File: config.mk
export PLATFORM = sky130hd
export DESIGN_NAME = length_prefixed_frame_parser
export DESIGN_NICKNAME = d
export VERILOG_FILES = /design/src/hdl/lpfp_pkg.sv /design/src/hdl/length_prefixed_frame_parser.sv
export SDC_FILE = /design/constraint.sdc
export NUM_CORES = 1
export LEC_CHECK = 0
export BUFFER_PORTS_ARGS = -buffer_cell sky130_fd_sc_hd__buf_2
export CORE_AREA = 2 2 121 123
export DETAILED_ROUTE_END_ITERATION = 6
export DIE_AREA = 0 0 123 125
export PLACE_DENSITY = 0.71
export SLEW_MARGIN = 0
export SYNTH_ARGS = -nofsm -noshare
export SYNTH_HDL_FRONTEND = slang
export SYNTH_SLANG_ARGS = --single-unit
File: constraint.sdc
create_clock -name clk -period 4.75 [get_ports clk]
set_input_delay 1.1875 -clock clk [delete_from_list [all_inputs] [get_ports clk]]
set_output_delay 1.1875 -clock clk [all_outputs]
set_load 0.01 [all_outputs]
File: src/hdl/lpfp_pkg.sv
// Shared constants for the length-prefixed frame parser.
`timescale 1ns / 1ps

package lpfp_pkg;

  localparam int unsigned ByteW      = 8;
  localparam int unsigned WordW      = 32;
  localparam int unsigned HdrLenBytes = 4;
  localparam int unsigned HdrBytes   = 8;
  localparam int unsigned MinFrameLen = 8;

  localparam logic [WordW-1:0] HdrLenLast  = WordW'(HdrLenBytes - 1);
  localparam logic [WordW-1:0] HdrTypeFirst = WordW'(HdrLenBytes);
  localparam logic [WordW-1:0] HdrCount    = WordW'(HdrBytes);
  localparam logic [WordW-1:0] HdrLast     = WordW'(HdrBytes - 1);
  localparam logic [WordW-1:0] MinLen      = WordW'(MinFrameLen);

endpackage

File: src/hdl/length_prefixed_frame_parser.sv
// Top level of the length-prefixed frame parser: byte tagging and header decode.
// An accepted input's result item is in the output register from the next cycle on.
// Throughput: one item per cycle while out_ready is high; the only loop is the 32-bit byte counter and its compare.
// The input is ready whenever the output register is empty or is being taken.
// Reset (rst, synchronous) empties the output register and returns the parser to
// expecting a new header.
`timescale 1ns / 1ps

module length_prefixed_frame_parser (
  input  logic                          clk,
  input  logic                          rst,
  input  logic                          in_valid,
  output logic                          in_ready,
  input  logic [lpfp_pkg::ByteW-1:0]    in_byte,
  output logic                          out_valid,
  input  logic                          out_ready,
  output logic [lpfp_pkg::ByteW-1:0]    out_byte,
  output logic                          in_header,
  output logic                          frame_first,
  output logic                          frame_last,
  output logic [lpfp_pkg::WordW-1:0]    msg_type,
  output logic                          short_frame
);

  // Frame state.
  logic [lpfp_pkg::WordW-1:0] bytes_seen;
  logic [lpfp_pkg::WordW-1:0] frame_len;
  logic [lpfp_pkg::WordW-1:0] type_shift;
  logic                       len_was_short;

  logic [lpfp_pkg::WordW-1:0] frame_len_next;
  logic [lpfp_pkg::WordW-1:0] type_shift_next;
  logic                       len_was_short_next;
  logic [lpfp_pkg::WordW:0]   pos_plus1;
  logic                       hdr;
  logic                       first;
  logic                       last;
  logic                       accept;

  assign in_ready = !out_valid || out_ready;
  assign accept   = in_valid && in_ready;

  // Header decode: assemble the length and the message type, big-endian, and raise a length below the minimum to it.
  always_comb begin
    frame_len_next     = frame_len;
    type_shift_next    = type_shift;
    len_was_short_next = len_was_short;
    first = (bytes_seen == '0);
    hdr   = (bytes_seen < lpfp_pkg::HdrCount);
    if (bytes_seen < lpfp_pkg::HdrTypeFirst) begin
      if (first) begin
        frame_len_next     = {{(lpfp_pkg::WordW-lpfp_pkg::ByteW){1'b0}}, in_byte};
        len_was_short_next = 1'b0;
        type_shift_next    = '0;
      end else begin
        frame_len_next = {frame_len[lpfp_pkg::WordW-lpfp_pkg::ByteW-1:0], in_byte};
      end
      if (bytes_seen == lpfp_pkg::HdrLenLast && frame_len_next < lpfp_pkg::MinLen) begin
        frame_len_next     = lpfp_pkg::MinLen;
        len_was_short_next = 1'b1;
      end
    end else if (hdr) begin
      if (bytes_seen == lpfp_pkg::HdrTypeFirst) begin
        type_shift_next = {{(lpfp_pkg::WordW-lpfp_pkg::ByteW){1'b0}}, in_byte};
      end else begin
        type_shift_next = {type_shift[lpfp_pkg::WordW-lpfp_pkg::ByteW-1:0], in_byte};
      end
    end
  end

  // End of frame: the counter compare is one bit wider so it never wraps.
  assign pos_plus1 = {1'b0, bytes_seen} + {{lpfp_pkg::WordW{1'b0}}, 1'b1};
  assign last = (bytes_seen >= lpfp_pkg::HdrLast) &&
                (pos_plus1 >= {1'b0, frame_len_next});

  // State update on each accepted item; the last byte returns to the reset state.
  always_ff @(posedge clk) begin
    if (rst) begin
      bytes_seen    <= '0;
      frame_len     <= '0;
      type_shift    <= '0;
      len_was_short <= 1'b0;
    end else if (accept) begin
      if (last) begin
        bytes_seen    <= '0;
        frame_len     <= '0;
        type_shift    <= '0;
        len_was_short <= 1'b0;
      end else begin
        bytes_seen    <= pos_plus1[lpfp_pkg::WordW-1:0];
        frame_len     <= frame_len_next;
        type_shift    <= type_shift_next;
        len_was_short <= len_was_short_next;
      end
    end
  end

  // Output register: valid flag is control state, payload loads with each item.
  always_ff @(posedge clk) begin
    if (rst) begin
      out_valid <= 1'b0;
    end else if (accept) begin
      out_valid <= 1'b1;
    end else if (out_ready) begin
      out_valid <= 1'b0;
    end
  end

  always_ff @(posedge clk) begin
    if (accept) begin
      out_byte    <= in_byte;
      in_header   <= hdr;
      frame_first <= first;
      frame_last  <= last;
      msg_type    <= last ? type_shift_next : '0;
      short_frame <= last && len_was_short_next;
    end
  end

  // Checks on the parser's own logic.
  a_tail_zero: assert property (@(posedge clk) disable iff (rst)
    (out_valid && !frame_last) |-> (msg_type == '0 && !short_frame))
    else $error("msg_type or short_frame set on a byte that does not end a frame");

  a_restart: assert property (@(posedge clk) disable iff (rst)
    (accept && last) |=> (bytes_seen == '0))
    else $error("parser did not return to header state after the last byte");

  a_first_hdr: assert property (@(posedge clk) disable iff (rst)
    (out_valid && frame_first) |-> in_header)
    else $error("first byte of a frame not tagged as header");

  a_len_min: assert property (@(posedge clk) disable iff (rst)
    (bytes_seen >= lpfp_pkg::HdrTypeFirst) |-> (frame_len >= lpfp_pkg::MinLen))
    else $error("declared length below minimum after the length field");

  a_short_end: assert property (@(posedge clk) disable iff (rst)
    (out_valid && short_frame) |-> (frame_last && in_header))
    else $error("short frame did not end on its header");

endmodule

Word level (Yosys, flattened, before mapping)

Cells that the tools add are included.

Bits in registers: 142
Bits of input ports: 12
Output and inout bits: 46
Logic and storage cells: 44

Add/sub/neg operators: 1
Magnitude comparators: 5
Eq/ne operators: 2
Multiplexer cells: 17
Reductions and logical operators: 8

Operator list:

| kind                    | count |
|---|---|
| $mux W32                | 11 |
| $lt A32 B4 Y1 const B   | 2 |
| $add A32 B1 Y33 const B | 1 |
| $ge A33 B32 Y1          | 1 |
| $eq A32 B2 Y1 const B   | 1 |
| $eq A32 B3 Y1 const B   | 1 |
| $ge A32 B3 Y1 const B   | 1 |
| $logic_not A32 Y1       | 1 |
| $lt A32 B3 Y1 const B   | 1 |
| $mux W1                 | 6 |
| $logic_and A1 B1 Y1     | 4 |
| $reduce_bool A2 Y1      | 1 |
| $logic_not A1 Y1        | 1 |
| $logic_or A1 B1 Y1      | 1 |

Logic depth before layout (Yosys ltp)

Depth in word-level cells: 10
Mapped depth: 18
Mapped depth without buffers: 16

Least setup slack after synthesis

No wires, ideal clock.

Path kind: input port to flip-flop
Start point: input port in_byte[6] (netlist bit)
End point: register type_shift[10] (netlist bit)
Setup time: 0.117 ns
Arrival time: 4.299 ns
Required time: 4.633 ns
Path slack: 0.334 ns
Stages: 15
Path buffers: 3
Path through: nor4_1 o2111a_1 nor3_2 clkbuf_1 a22oi_1 ha_1 nand4_1 or3_1 or4_1 o32ai_1 o31ai_1 buf_6 a31o_4 buf_6 a22o_1

Cells in the longest elaborated chain, start to end: 9

RTL lines:

| item                    | RTL line                           | source |
|---|---|---|
| start: declaration      | length_prefixed_frame_parser.sv:14 | `input logic [lpfp_pkg::ByteW-1:0] in_byte,` |
| $mux W32 (*)            | length_prefixed_frame_parser.sv:51 | `if (first) begin` |
| $mux W32 (*)            | length_prefixed_frame_parser.sv:50 | `if (bytes_seen < lpfp_pkg::HdrTypeFirst) begin` |
| $lt A32 B4 Y1           | length_prefixed_frame_parser.sv:58 | `if (bytes_seen == lpfp_pkg::HdrLenLast && frame_len_next < lpfp_pkg::MinLen) begin` |
| $logic_and A1 B1 Y1     | length_prefixed_frame_parser.sv:58 |  |
| $mux W32 (*)            | length_prefixed_frame_parser.sv:58 |  |
| $mux W32 (*)            | length_prefixed_frame_parser.sv:50 |  |
| $ge A33 B32 Y1 (*)      | length_prefixed_frame_parser.sv:74 | `(pos_plus1 >= {1'b0, frame_len_next});` |
| $logic_and A1 B1 Y1 (*) | length_prefixed_frame_parser.sv:73 | `assign last = (bytes_seen >= lpfp_pkg::HdrLast) &&` |
| $mux W32 (*)            | length_prefixed_frame_parser.sv:84 | `if (last) begin` |
| end signal: assignment  | length_prefixed_frame_parser.sv:92 | `type_shift <= type_shift_next;` |
| end: declaration        | length_prefixed_frame_parser.sv:28 | `logic [lpfp_pkg::WordW-1:0] type_shift;` |

Mark *: on every way between the ends. The rest lies on a longest branch, timed or not. The select of a mux whose other input is x is not followed.
A chain may end at the register's enable or synchronous reset.

Final worst setup path

Start point: register bytes_seen[23] (netlist bit)
End point: register type_shift[16] (netlist bit)

Cells in the longest elaborated chain, start to end: 10
Elaborated cells between the ends (all ways): 20
Those cells by class: add/sub: 1; order compare: 5; eq/ne: 2; mux: 9; reduce/logical: 3

RTL lines:

| item                     | RTL line                           | source |
|---|---|---|
| start: declaration       | length_prefixed_frame_parser.sv:26 | `logic [lpfp_pkg::WordW-1:0] bytes_seen;` |
| start signal: assignment | length_prefixed_frame_parser.sv:90 | `bytes_seen <= pos_plus1[lpfp_pkg::WordW-1:0];` |
| $logic_not A32 Y1        | length_prefixed_frame_parser.sv:48 | `first = (bytes_seen == '0);` |
| $mux W32                 | length_prefixed_frame_parser.sv:51 |  |
| $mux W32                 | length_prefixed_frame_parser.sv:50 |  |
| $lt A32 B4 Y1            | length_prefixed_frame_parser.sv:58 |  |
| $logic_and A1 B1 Y1      | length_prefixed_frame_parser.sv:58 |  |
| $mux W32                 | length_prefixed_frame_parser.sv:58 |  |
| $mux W32                 | length_prefixed_frame_parser.sv:50 |  |
| $ge A33 B32 Y1           | length_prefixed_frame_parser.sv:74 |  |
| $logic_and A1 B1 Y1      | length_prefixed_frame_parser.sv:73 |  |
| $mux W32 (*)             | length_prefixed_frame_parser.sv:84 |  |

Marked as above.

==> impl_summary.txt <==
----------------------------------------------------
[CTS]
  Clock-pin slew of the registers on the worst-case setup and hold paths ... 0.06 ns
  Clock tree from TritonCTS ... done
  Skew-Pair Late Insertion Delay ... 0.43 ns
  H-Tree Depth ... 4
  Maximum count of clock buffers along a single path ... 2
  Cts bufs inserted ... 17
  Sinks on Clock Net ... 142
  Cell chosen for the clock root ... sky130_fd_sc_hd__clkbuf_16
  CTS hold repair buffers ... 0

[STA]
  Max-slew violation total from the final report ... 0
  Worst Skew ... 0.0106 ns
  Transition time at the pin with the least slew margin ... 0.724 ns
  Peak clock frequency supported by timing ... 0.220 GHz
  Setup Viol. Count Final ... 0
  Hold Vio Cnt, Final ... 0
  PnR worst setup slack ... 0.204 ns
  Period utilization ... 0.957
  Worst slew slack as a fraction of its limit ... 0.516
  Post-layout min period ... 4.55 ns

[Synth]
  Count of flip-flops with a built-in enable after synthesis ... 44
  Number of library cell types mapped by synthesis ... 48
  Number of standard cells after synthesis ... 681
  Post-synth top area share ... 0.285
  Net count after synthesis ... 727
  Syn. warnings ... 0
  Post-synth ARST share ... 0
  Largest area contributor in the netlist ... sky130_fd_sc_hd__dfxtp_1
  Post-synthesis sequential area ratio ... 0.476
  Syn Area/Cell ... 10.1 µm²
  Netlist area before placement ... 0.00689 mm²
  Predominant post-synthesis flop cell ... sky130_fd_sc_hd__dfxtp_1
  Register bit total from synthesis ... 142
  Biggest area contributors in the synthesized netlist ... sky130_fd_sc_hd__dfxtp_1 (28%), sky130_fd_sc_hd__edfxtp_1 (19%), sky130_fd_sc_hd__a22o_1 (9.2%)

[Floorplan]
  Number of top-level pins ... 58
  Die Y ... 125 µm
  Starting density of the core ... 0.485
  Area inside the core boundary ... 0.0142 mm²
  Die X-Extent ... 123 µm
  Site row count ... 44
  Total Die Area ... 0.0154 mm²

[Worst setup path]
  End point of the critical path ... type_shift[16]
  Critical R2R Launch ... bytes_seen[23]
  Type of origin of the critical path ... register
  Register-to-register path setup slack ... 0.20 ns
  Maximum net fanout on the critical path ... 32
  Cell depth of the worst flop-to-flop path ... 16
  Worst setup EP type ... register
  CP Class ... reg2reg
  Crit path launch ... bytes_seen[23]
  R2R Path End ... type_shift[16]
  Arrival time reported for the critical path endpoint ... 4.86 ns
  Req. time, crit path ... 5.06 ns

[Route]
  Wire length on met3 ... 694 µm
  Routed met1 length ... 7790 µm
  Number of search-and-repair iterations in the first detailed-routing pass ... 5
  DRT Wirelength ... 18200 µm
  Mean number of vias per cell ... 6.05
  Total met2 wirelength after detailed routing ... 9170 µm
  DRT antenna net count ... 0
  Top routing layer used ... met4
  DRC violation total after the first TritonRoute iteration ... 576
  DRC Markers ... 0
  Total vias in the final route ... 5876
  Drt wl/cell ... 18.7 µm

[Placed design]
  Minimum setup slack after placement ... -0.247 ns
  PortBufs ... 57
  Sum of net half-perimeters after detailed placement ... 12600 µm
  Gpl congestion ... 0.916
  Instance count after placement with tap cells included ... 937

[Worst hold path]
  Hold Crit Start ... frame_len[25]
  Hold depth ... 1
  Class of the worst hold path ... reg2reg

[Power and ir drop]
  Pleak ... 3.27 nW
  Ratio of total power to cell area ... 334 mW/mm²
  Worst supply voltage drop on vdd ... 0.224 mV

[Finish]
  Proportion of layout cells with a drive suffix above 1 ... 0.219
  Cell Count, Final, Fillers Out ... 971
  Growth of design area from synthesis to finish ... 20.8%
  Antenna diode count ... 0
  Core utilization of the finished layout ... 0.586
  Final-stage net count ... 821

[GRT]
  Vias in the first global route ... 5767
  Maximum number of pins on one net before global-route repair ... 49
  GRT overflow ... 0
  Global-route wire length before repair ... 29200 µm
  Number of antenna violations at the first check in global routing ... 0
  Gr usage total ... 0.242

[Outcome]
  Status ... finished clean

[Run]
  Number of max-cap violations ... 0

----------------------------------------------------
-- cell usage in the layout, fill, tap and decap left out, types with 6 or more instances in the layout --
master,Yosys,layout
sky130_fd_sc_hd__clkbuf_16,0,17
sky130_fd_sc_hd__ha_1,34,34
sky130_fd_sc_hd__nand3_1,24,24
sky130_fd_sc_hd__nor4_1,17,16
sky130_fd_sc_hd__nor3_1,7,7
sky130_fd_sc_hd__and2_1,7,7
sky130_fd_sc_hd__a22oi_1,58,58
sky130_fd_sc_hd__a31oi_1,9,9
sky130_fd_sc_hd__dfxtp_1,98,98
sky130_fd_sc_hd__xnor2_1,27,27
sky130_fd_sc_hd__nand4_1,19,19
sky130_fd_sc_hd__a21oi_1,20,20
sky130_fd_sc_hd__buf_2,13,57
sky130_fd_sc_hd__nand2_1,49,49
sky130_fd_sc_hd__and3_1,7,7
sky130_fd_sc_hd__xor2_1,8,8
sky130_fd_sc_hd__nor2_1,56,56
sky130_fd_sc_hd__o21ai_0,16,16
sky130_fd_sc_hd__a22o_1,72,72
sky130_fd_sc_hd__edfxtp_1,44,44
sky130_fd_sc_hd__buf_4,0,66
sky130_fd_sc_hd__inv_1,10,9
sky130_fd_sc_hd__or4_1,6,6
-- where the power goes --
group | leakage (nW) | total [mW] | internal, mW | switching, mW
Combinational | 1.78 | 0.194 | 0.0693 | 0.124
Clock | 0.269 | 1.29 | 0.768 | 0.525
Sequential | 1.23 | 1.29 | 1.28 | 0.0157
Total | 3.27 | 2.78 | 2.11 | 0.665
-- area by class of cell --
class	instances	area, µm²
timing repair buffer	126	841
sequential	142	3280
clock inverter	14	144
multi-input combinational	478	3370
fill	1190	5880
inverter	10	37.5
clock buffer	17	425
tap	184	230
-- synthesized netlist by cell type (6+ instances only) --
cell type and number:
sky130_fd_sc_hd__dfxtp_1 98, sky130_fd_sc_hd__a22o_1 72, sky130_fd_sc_hd__a22oi_1 58, sky130_fd_sc_hd__nor2_1 56, sky130_fd_sc_hd__nand2_1 49, sky130_fd_sc_hd__edfxtp_1 44, sky130_fd_sc_hd__ha_1 34, sky130_fd_sc_hd__clkbuf_1 32
sky130_fd_sc_hd__xnor2_1 27, sky130_fd_sc_hd__nand3_1 24, sky130_fd_sc_hd__a21oi_1 20, sky130_fd_sc_hd__nand4_1 19, sky130_fd_sc_hd__nor4_1 17, sky130_fd_sc_hd__o21ai_0 16, sky130_fd_sc_hd__buf_2 13, sky130_fd_sc_hd__inv_1 10
sky130_fd_sc_hd__a31oi_1 9, sky130_fd_sc_hd__xor2_1 8, sky130_fd_sc_hd__and2_1 7, sky130_fd_sc_hd__and3_1 7, sky130_fd_sc_hd__nor3_1 7, sky130_fd_sc_hd__or4_1 6
-- through the flow --
step	cell area (µm²)	TNS, ns	hold WS, ns	total power, mW
2_1_floorplan	6890	0	0.443	1.43
3_3_place_gp	7700	-7.40	0.463	1.50
3_5_place_dp	7700	-14.86	0.460	1.50
4_1_cts	8270	0	0.477	2.78
5_1_grt	8330	-0.0214	0.499	2.86
6_report	8330	0	0.477	2.78
-- cell families (layout without fill, tap and decap cells) --
group	after synthesis	in the layout	share of synthesized area
buf+inv	61	167	0.0412
mux	4	4	0.00581
simple gates	213	213	0.158
xor+xnor	35	35	0.0445
fa+ha+maj	34	34	0.0617
flops	142	142	0.476
compound gates	192	192	0.212
-- worst max-delay path, cell delays in order, from the launching register on --
cell                      delay [ns]
sky130_fd_sc_hd__dfxtp_1        0.32
sky130_fd_sc_hd__nor4_1         0.32
sky130_fd_sc_hd__nand4_1        0.27
sky130_fd_sc_hd__or3_4          0.43
sky130_fd_sc_hd__nor3_4         0.22
sky130_fd_sc_hd__buf_12         0.16
sky130_fd_sc_hd__buf_12         0.12
sky130_fd_sc_hd__a22oi_1        0.09
sky130_fd_sc_hd__ha_1           0.34
sky130_fd_sc_hd__nand4_1        0.14
sky130_fd_sc_hd__or3_1          0.40
sky130_fd_sc_hd__or4_1          0.41
sky130_fd_sc_hd__o32ai_1        0.25
sky130_fd_sc_hd__o31ai_4        0.08
sky130_fd_sc_hd__buf_4          0.20
sky130_fd_sc_hd__a31o_4         0.37
sky130_fd_sc_hd__a22o_1         0.29
-- registers in the layout, summed over array words and instances, names as in the netlist --
| register | count |
|---|---|
| bytes_seen | 32 |
| frame_len | 32 |
| msg_type | 32 |
| type_shift | 32 |
| out_byte | 8 |
| frame_first | 1 |
| frame_last | 1 |
| in_header | 1 |
| len_was_short | 1 |
| out_valid | 1 |
| short_frame | 1 |
-- metal layers --
layer / GRT usage / vias to the layer above
met4: 0.104 / 0
met3: 0.0443 / 34
met1: 0.303 / 2906
li1: - / 2784
met2: 0.407 / 152
met5: 0 / -
-- worst min path at each step --
stage | end | slack, ns
after floorplan | frame_len[26] | 0.44
after global placement | frame_len[28] | 0.46
after detailed placement | frame_len[26] | 0.46
after CTS | frame_len[25] | 0.48
after global routing | frame_len[26] | 0.50
final | frame_len[25] | 0.48
-- timing repair --
action / CTS / global route
endpoints found under the setup margin: 46 / 100
resized for setup: 1 / 4
pin swaps: 0 / 3
setup buffers: 0 / 3
Note: power is estimated with default switching activity, not from simulation.
